`src/ffsa_pkg.sv`:
```
package ffsa_pkg;

   // fixed field widths of the request and response transactions
   localparam int SIZE_W   = 20;
   localparam int ADDR_W   = 19;
   localparam int STATUS_W = 2;

   // request kinds
   localparam logic REQ_ALLOC = 1'b0;
   localparam logic REQ_FREE  = 1'b1;

   typedef enum logic [STATUS_W-1:0] {
      STATUS_OK        = 2'd0,
      STATUS_NO_SPACE  = 2'd1,
      STATUS_FULL      = 2'd2,
      STATUS_NOT_FOUND = 2'd3
   } status_type;

   typedef enum logic [2:0] {
      ST_INIT,
      ST_IDLE,
      ST_SCAN,
      ST_UPDATE,
      ST_APPEND
   } state_type;

endpackage

```
`src/first_fit_segment_allocator.sv`:
```
// first-fit contiguous allocator over a segment table held in one synchronous
// ram (one write and one registered read a cycle). a request is taken when start
// is high and busy is low. an allocate scans the live entries in table order, one
// per cycle through the ram read port, for the first free segment strictly longer
// than req_size; on success that segment is shrunk from the front and a busy
// segment is appended, by two writes in turn on the single write port. a
// free clears the busy bit of the first live entry whose start equals req_address.
// the next request can be taken once the scan ends (for a successful allocate,
// which scans at most NUM_SEGMENTS-1 entries, once both writes are done).
// the response sits
// on rsp_status/rsp_start_res for exactly one cycle with rsp_valid high and cannot
// be held off; it shows in the first cycle busy is low again, so a new transaction
// may start in that same cycle. after reset an init pass writes entry 0
// (busy is high meanwhile). free neighbors are never merged.
module first_fit_segment_allocator #(
   parameter int DISK_SIZE    = 524288,
   parameter int NUM_SEGMENTS = 32
) (
   input  logic                          clock,
   input  logic                          reset,
   input  logic                          start,
   output logic                          busy,
   input  logic                          req_type,
   input  logic [ffsa_pkg::SIZE_W-1:0]   req_size,
   input  logic [ffsa_pkg::ADDR_W-1:0]   req_address,
   output logic                          rsp_valid,
   output logic [ffsa_pkg::STATUS_W-1:0] rsp_status,
   output logic [ffsa_pkg::ADDR_W-1:0]   rsp_start_res
);

   localparam int SW      = ffsa_pkg::SIZE_W;
   localparam int AW      = ffsa_pkg::ADDR_W;
   // a segment start is always below DISK_SIZE, a length at most DISK_SIZE
   localparam int BASE_W  = $clog2(DISK_SIZE);
   localparam int LEN_W   = $clog2(DISK_SIZE + 1);
   localparam int IDX_W   = $clog2(NUM_SEGMENTS);
   localparam int CNT_W   = $clog2(NUM_SEGMENTS + 1);
   // common widths for the fit compare and the start match
   localparam int CMP_W   = (LEN_W > SW) ? LEN_W : SW;
   localparam int MATCH_W = (BASE_W > AW) ? BASE_W : AW;
   localparam int SUM_W   = ((BASE_W > SW) ? BASE_W : SW) + 1;

   typedef struct packed {
      logic              busy;
      logic [LEN_W-1:0]  len;
      logic [BASE_W-1:0] base;
   } entry_type;

   // segment table
   entry_type mem [NUM_SEGMENTS];

   ffsa_pkg::state_type  state_ff, state_in;
   logic                 kind_ff, kind_in;
   logic [SW-1:0]        size_ff, size_in;
   logic [AW-1:0]        addr_ff, addr_in;
   logic [IDX_W-1:0]     idx_ff, idx_in;
   logic [CNT_W-1:0]     count_ff, count_in;
   entry_type            hit_ff, hit_in;
   entry_type            rd_data_ff;
   logic                 rsp_valid_ff, rsp_valid_in;
   ffsa_pkg::status_type rsp_status_ff, rsp_status_in;
   logic [AW-1:0]        rsp_start_ff, rsp_start_in;

   // ram port controls
   logic                 mem_we;
   logic [IDX_W-1:0]     mem_waddr;
   entry_type            mem_wdata;
   logic [IDX_W-1:0]     mem_raddr;

   // scan evaluation on the entry read last cycle
   logic                 fit;
   logic                 match;
   logic                 hit;
   logic                 last;
   logic [SUM_W-1:0]     new_base;
   logic [CMP_W-1:0]     new_len;

   assign fit = !rd_data_ff.busy && (CMP_W'(rd_data_ff.len) > CMP_W'(size_ff));
   assign match = MATCH_W'(rd_data_ff.base) == MATCH_W'(addr_ff);
   assign hit = (kind_ff == ffsa_pkg::REQ_ALLOC) ? fit : match;
   assign last = (CNT_W'(idx_ff) + CNT_W'(1)) == count_ff;

   // front shrink of the found free segment; cannot overflow since len > size
   assign new_base = SUM_W'(hit_ff.base) + SUM_W'(size_ff);
   assign new_len = CMP_W'(hit_ff.len) - CMP_W'(size_ff);

   // state register
   always_ff @(posedge clock) begin
      if (reset) begin
         state_ff <= ffsa_pkg::ST_INIT;
      end else begin
         state_ff <= state_in;
      end
   end

   // control and datapath registers
   always_ff @(posedge clock) begin
      if (reset) begin
         count_ff     <= CNT_W'(1);
         rsp_valid_ff <= 1'b0;
      end else begin
         count_ff     <= count_in;
         rsp_valid_ff <= rsp_valid_in;
      end
      kind_ff       <= kind_in;
      size_ff       <= size_in;
      addr_ff       <= addr_in;
      idx_ff        <= idx_in;
      hit_ff        <= hit_in;
      rsp_status_ff <= rsp_status_in;
      rsp_start_ff  <= rsp_start_in;
   end

   // table ram, registered read
   always_ff @(posedge clock) begin
      if (mem_we) begin
         mem[mem_waddr] <= mem_wdata;
      end
      rd_data_ff <= mem[mem_raddr];
   end

   // sequencer
   always_comb begin
      state_in      = state_ff;
      kind_in       = kind_ff;
      size_in       = size_ff;
      addr_in       = addr_ff;
      idx_in        = idx_ff;
      count_in      = count_ff;
      hit_in        = hit_ff;
      rsp_valid_in  = 1'b0;
      rsp_status_in = ffsa_pkg::STATUS_OK;
      rsp_start_in  = '0;
      mem_we        = 1'b0;
      mem_waddr     = idx_ff;
      mem_wdata     = rd_data_ff;
      mem_raddr     = idx_ff;
      busy          = 1'b1;

      unique case (state_ff)
         ffsa_pkg::ST_INIT: begin
            // one free segment over the whole disk
            mem_we         = 1'b1;
            mem_waddr      = '0;
            mem_wdata.busy = 1'b0;
            mem_wdata.len  = LEN_W'(DISK_SIZE);
            mem_wdata.base = '0;
            count_in       = CNT_W'(1);
            state_in       = ffsa_pkg::ST_IDLE;
         end
         ffsa_pkg::ST_IDLE: begin
            busy = 1'b0;
            if (start) begin
               kind_in   = req_type;
               size_in   = req_size;
               addr_in   = req_address;
               idx_in    = '0;
               mem_raddr = '0;
               state_in  = ffsa_pkg::ST_SCAN;
            end
         end
         ffsa_pkg::ST_SCAN: begin
            priority if (hit) begin
               if (kind_ff == ffsa_pkg::REQ_FREE) begin
                  // clear busy in place
                  mem_we         = 1'b1;
                  mem_wdata.busy = 1'b0;
                  rsp_valid_in   = 1'b1;
                  rsp_status_in  = ffsa_pkg::STATUS_OK;
                  state_in       = ffsa_pkg::ST_IDLE;
               end else if (count_ff == CNT_W'(NUM_SEGMENTS)) begin
                  // fit exists but no room to append
                  rsp_valid_in  = 1'b1;
                  rsp_status_in = ffsa_pkg::STATUS_FULL;
                  state_in      = ffsa_pkg::ST_IDLE;
               end else begin
                  hit_in   = rd_data_ff;
                  state_in = ffsa_pkg::ST_UPDATE;
               end
            end else if (last) begin
               rsp_valid_in  = 1'b1;
               rsp_status_in = (kind_ff == ffsa_pkg::REQ_ALLOC) ?
                               ffsa_pkg::STATUS_NO_SPACE : ffsa_pkg::STATUS_NOT_FOUND;
               state_in      = ffsa_pkg::ST_IDLE;
            end else begin
               idx_in    = idx_ff + IDX_W'(1);
               mem_raddr = idx_ff + IDX_W'(1);
            end
         end
         ffsa_pkg::ST_UPDATE: begin
            // shrink the found segment from the front
            mem_we         = 1'b1;
            mem_waddr      = idx_ff;
            mem_wdata.busy = 1'b0;
            mem_wdata.len  = LEN_W'(new_len);
            mem_wdata.base = BASE_W'(new_base);
            state_in       = ffsa_pkg::ST_APPEND;
         end
         ffsa_pkg::ST_APPEND: begin
            // append the used segment at the end of the table
            mem_we         = 1'b1;
            mem_waddr      = count_ff[IDX_W-1:0];
            mem_wdata.busy = 1'b1;
            mem_wdata.len  = LEN_W'(size_ff);
            mem_wdata.base = hit_ff.base;
            count_in       = count_ff + CNT_W'(1);
            rsp_valid_in   = 1'b1;
            rsp_status_in  = ffsa_pkg::STATUS_OK;
            rsp_start_in   = AW'(hit_ff.base);
            state_in       = ffsa_pkg::ST_IDLE;
         end
         default: begin
            state_in = ffsa_pkg::ST_INIT;
         end
      endcase
   end

   assign rsp_valid     = rsp_valid_ff;
   assign rsp_status    = rsp_status_ff;
   assign rsp_start_res = rsp_start_ff;

endmodule

```
`config.mk`:
```
export PLATFORM = sky130hd
export DESIGN_NAME = first_fit_segment_allocator
export DESIGN_NICKNAME = d
export VERILOG_FILES = /design/src/ffsa_pkg.sv /design/src/first_fit_segment_allocator.sv
export SDC_FILE = /design/constraint.sdc
export NUM_CORES = 2
export LEC_CHECK = 0
export BUFFER_PORTS_ARGS = -buffer_cell sky130_fd_sc_hd__buf_2
export CAP_MARGIN = 15
export CORE_MARGIN = 2
export CORE_UTILIZATION = 40
export DETAILED_ROUTE_END_ITERATION = 10
export GPL_ROUTABILITY_DRIVEN = 1
export GPL_TIMING_DRIVEN = 1
export REMOVE_ABC_BUFFERS = 1
export SLEW_MARGIN = 10
export SYNTH_ARGS = -nofsm -noshare
export SYNTH_HDL_FRONTEND = slang
export SYNTH_SLANG_ARGS = --single-unit
```
`constraint.sdc`:
```
create_clock -name clock -period 8.01 [get_ports clock]
set_clock_uncertainty 0.1 [all_clocks]
set_input_delay 1.2015 -clock clock [delete_from_list [all_inputs] [get_ports clock]]
set_output_delay 1.2015 -clock clock [all_outputs]
set_load 0.05 [all_outputs]
```
==> results.ini <==
[synthesis]
synth_common_cells = edfxtp_1, nand2_1, nand3_1, a31oi_1, mux2i_1
syn_area_um2 = 57340
ys_warn_count = 0
syn_avg_cell_area_um2 = 13.88
synthArstFlopShare_pct = 0
synthMuxAreaShare_pct = 2.828
synthTopCellsByArea = edfxtp_1, nand2_1, nand3_1
synth_edf_count = 1359
synth_seq_cells = 1435
post-synth-top-count-cell = edfxtp_1
yosysTopAreaCell = edfxtp_1
synth_cell_types = 73
synth-xor-area-share_pct = 0.9318
synthCells = 4131
synth_compound_area_share_pct = 6.767
synth_top_cell_area_share_pct = 71.17
yosys.area_share.simple_pct = 12.07
synthAdderAreaFrac_pct = 1.379
ys_seq_area_share_pct = 73.83
synth_ff_type = edfxtp_1
synth_top_family_by_area = simple AND/OR/NAND/NOR gates

[detailed_routing]
drtPass1Iterations = 6
drc = 0
post_drt_via_cell_ratio = 5.815
avgRoutedWirePerCell_um = 27.55
antenna_left = 0
num_vias = 36260
first_iter_violations = 4629
routed_wl_mm = 171.8

[clocking]
insertion_delay_ns = 0.83
post_cts_buffers = 0
ctsHoldBuffers = 0
cts_tree = built
clock_path_buffers = 3
root_buffer = clkbuf_16
h-tree-depth = 4
cts_buffers = 147
cts.repair.resized = 0
clock-sinks = 1435
cts.clk_slew.worst_paths_ns = 0.06

[placement]
place.gp.congestion = 0.9316
port_buffers = 65
dp_hpwl_mm = 92.33
place_area_um2 = 60340

[sta]
maxSlewHeadroom_pct = 19.86
tns_ns = 0
whs_ns = 0.3759
tightestPinTransition_ns = 1.199
clock.fmax_ghz = 0.1710
post-route-min-period_ns = 5.848
setup_viol = 0
finalHoldViolations = 0
rsz0062_at_grt = no
finalCritPeriodShare_pct = 73.01
maxSlewViolCount = 0

[setup_path]
slowest_delay_ns = 0.88
critical_path.max_fanout = 27
cp-start-kind = flip-flop
end_kind = flip-flop
crit_chain = ha_1 > and4_1 > a221oi_1 > o2111ai_1 > a211oi_1 > a41oi_1 > o21ai_1 > a21o_2 > buf_4 > a31oi_1 > nor4_1
worstPathArrival_ns = 6.35
critPathKind = reg2reg
required_ns = 8.51
cp_slowest_cell = nor4_1

[floorplanning]
die_h_um = 382.6
core_um2 = 141900
ioPinCount = 66
rows = 138
die_area_um2 = 146400
initial_utilization_pct = 40.40
fp.dieW_um = 382.6

[pwr]
p_leak_nw = 21.52
p_switching_mw = 4.092
ir_drop_uv = 206.4
p_total_mw = 17.06
intPower_mw = 12.97
power_density_nw_per_um2 = 261.3
p_seq_share_pct = 52.0
swShare_pct = 23.99
power_frac_clock_pct = 40.3
combPwrFrac_pct = 7.7

[global_routing]
grt-ovfl-total = 0
grt_start_max_net_pins = 156
grt_pass1_vias = 34170
grt_pass1_wl_mm = 244.6
gr-usage-all-layers_pct = 23.12
antenna_found_initial = 4

[cells_and_area]
fillers = 12420
drive_gt1_share_pct = 11.51
synthToLayoutAreaGrowth_pct = 13.83
final_util_pct = 45.99
final_area_um2 = 65270
finish.net_count = 4326

[run]
max_cap_violations = 0

[outcome]
status = complete, no violations

[worst_hold_path]
min_path_type = reg2reg

power by group through the flow:
stage	sequential (mW)	combinational [mW]	clock, mW
floorplan	8.99	0.710	0
global placement	9.02	1.27	0
CTS	8.87	1.29	6.96
detailed placement	9.03	1.28	0
finish	8.87	1.31	6.88
global route	8.88	1.40	7.24
area by class of cell:
type | count | area (um2) | area share, %
Clock buffer | 197 | 4026 | 6.169
Clock inverter | 74 | 855.8 | 1.311
Timing Repair Buffer | 183 | 1330 | 2.038
Antenna cell | 3 | 7.507 | 0.01150
Multi-Input combinational cell | 2418 | 14210 | 21.77
Sequential cell | 1435 | 42330 | 64.85
Tap cell | 1890 | 2365 | 3.623
Inverter | 36 | 142.6 | 0.2185
metrics by stage:
stage	worst slack [ns]	std cells
floorplan	-51.03	3889
global placement	2.031	5959
detailed placement	2.233	5961
CTS	2.271	6232
global route	2.092	6233
finish	2.162	6236
registers in the layout, summed over array words and instances, names as in the netlist:
name,cells
rsp_start_res,19
idx_ff,5
rsp_status,2
mem,1280
state_ff,3
rsp_valid,1
count_ff,6
rd_data_ff,40
size_ff,20
hit_ff,39
addr_ff,19
kind_ff,1
metal layers:
layer	vias to the layer above	wire length [um]	global-route usage, %
met2	1703	77340	34.96
met3	301	14730	4.105
met4	2	5558	8.093
met1	18470	74180	33.55
met5	-	13	0
li1	15790	-	-
cell families after synthesis:
| group | after synthesis |
|---|---|
| AOI/OAI and AO/OA | 532 |
| xor gates and xnor gates | 61 |
| adders and majority gates | 62 |
| buffers and inverters | 278 |
| DFF | 1435 |
| muxes | 162 |
| and+or+nand+nor | 1601 |
layout by cell type, fill, tap and decap left out, types with 8 or more instances in the layout:
cell	instances
o221ai_2	9
buf_2	65
a22oi_1	25
a211oi_1	9
edfxtp_1	1359
xor2_1	40
o21ai_1	15
clkbuf_8	16
xnor2_1	21
buf_12	8
nand3_1	348
mux2i_1	161
nor4_1	25
nor3_1	16
bufinv_16	9
clkbuf_16	147
buf_4	107
dfxtp_1	76
clkbuf_1	34
nor2_4	33
nor2_1	50
nor4_2	21
clkinv_2	26
o21ai_0	16
a32oi_1	161
a21oi_1	35
a21o_1	12
inv_1	34
clkinv_1	20
nand2_1	1032
ha_1	60
a31oi_1	175
and3_1	28
worst max-delay path: cells and delay by family, from the launching register on:
kind | cells | cell delay [ns]
AO/OA/AOI/OAI | 7 | 2.80
adder cells (fa/ha/maj) | 1 | 0.35
buffers and inverters | 1 | 0.63
flip-flops | 1 | 0.62
AND/OR/NAND/NOR | 2 | 1.12
path summary, 6_finish.rpt:
kind / slack, ns / from / cells after the start / end
setup / recovery: 2.16 / rd_data_ff[29] / 11 / rd_data_ff[0]
hold / removal: 0.38 / rd_data_ff[27] / 0 / hit_ff[27]
setup reg to reg: 2.16 / rd_data_ff[29] / 11 / rd_data_ff[0]
hold reg to reg: 0.38 / rd_data_ff[27] / 0 / hit_ff[27]
No activity file was read; power rests on OpenSTA's default activity.
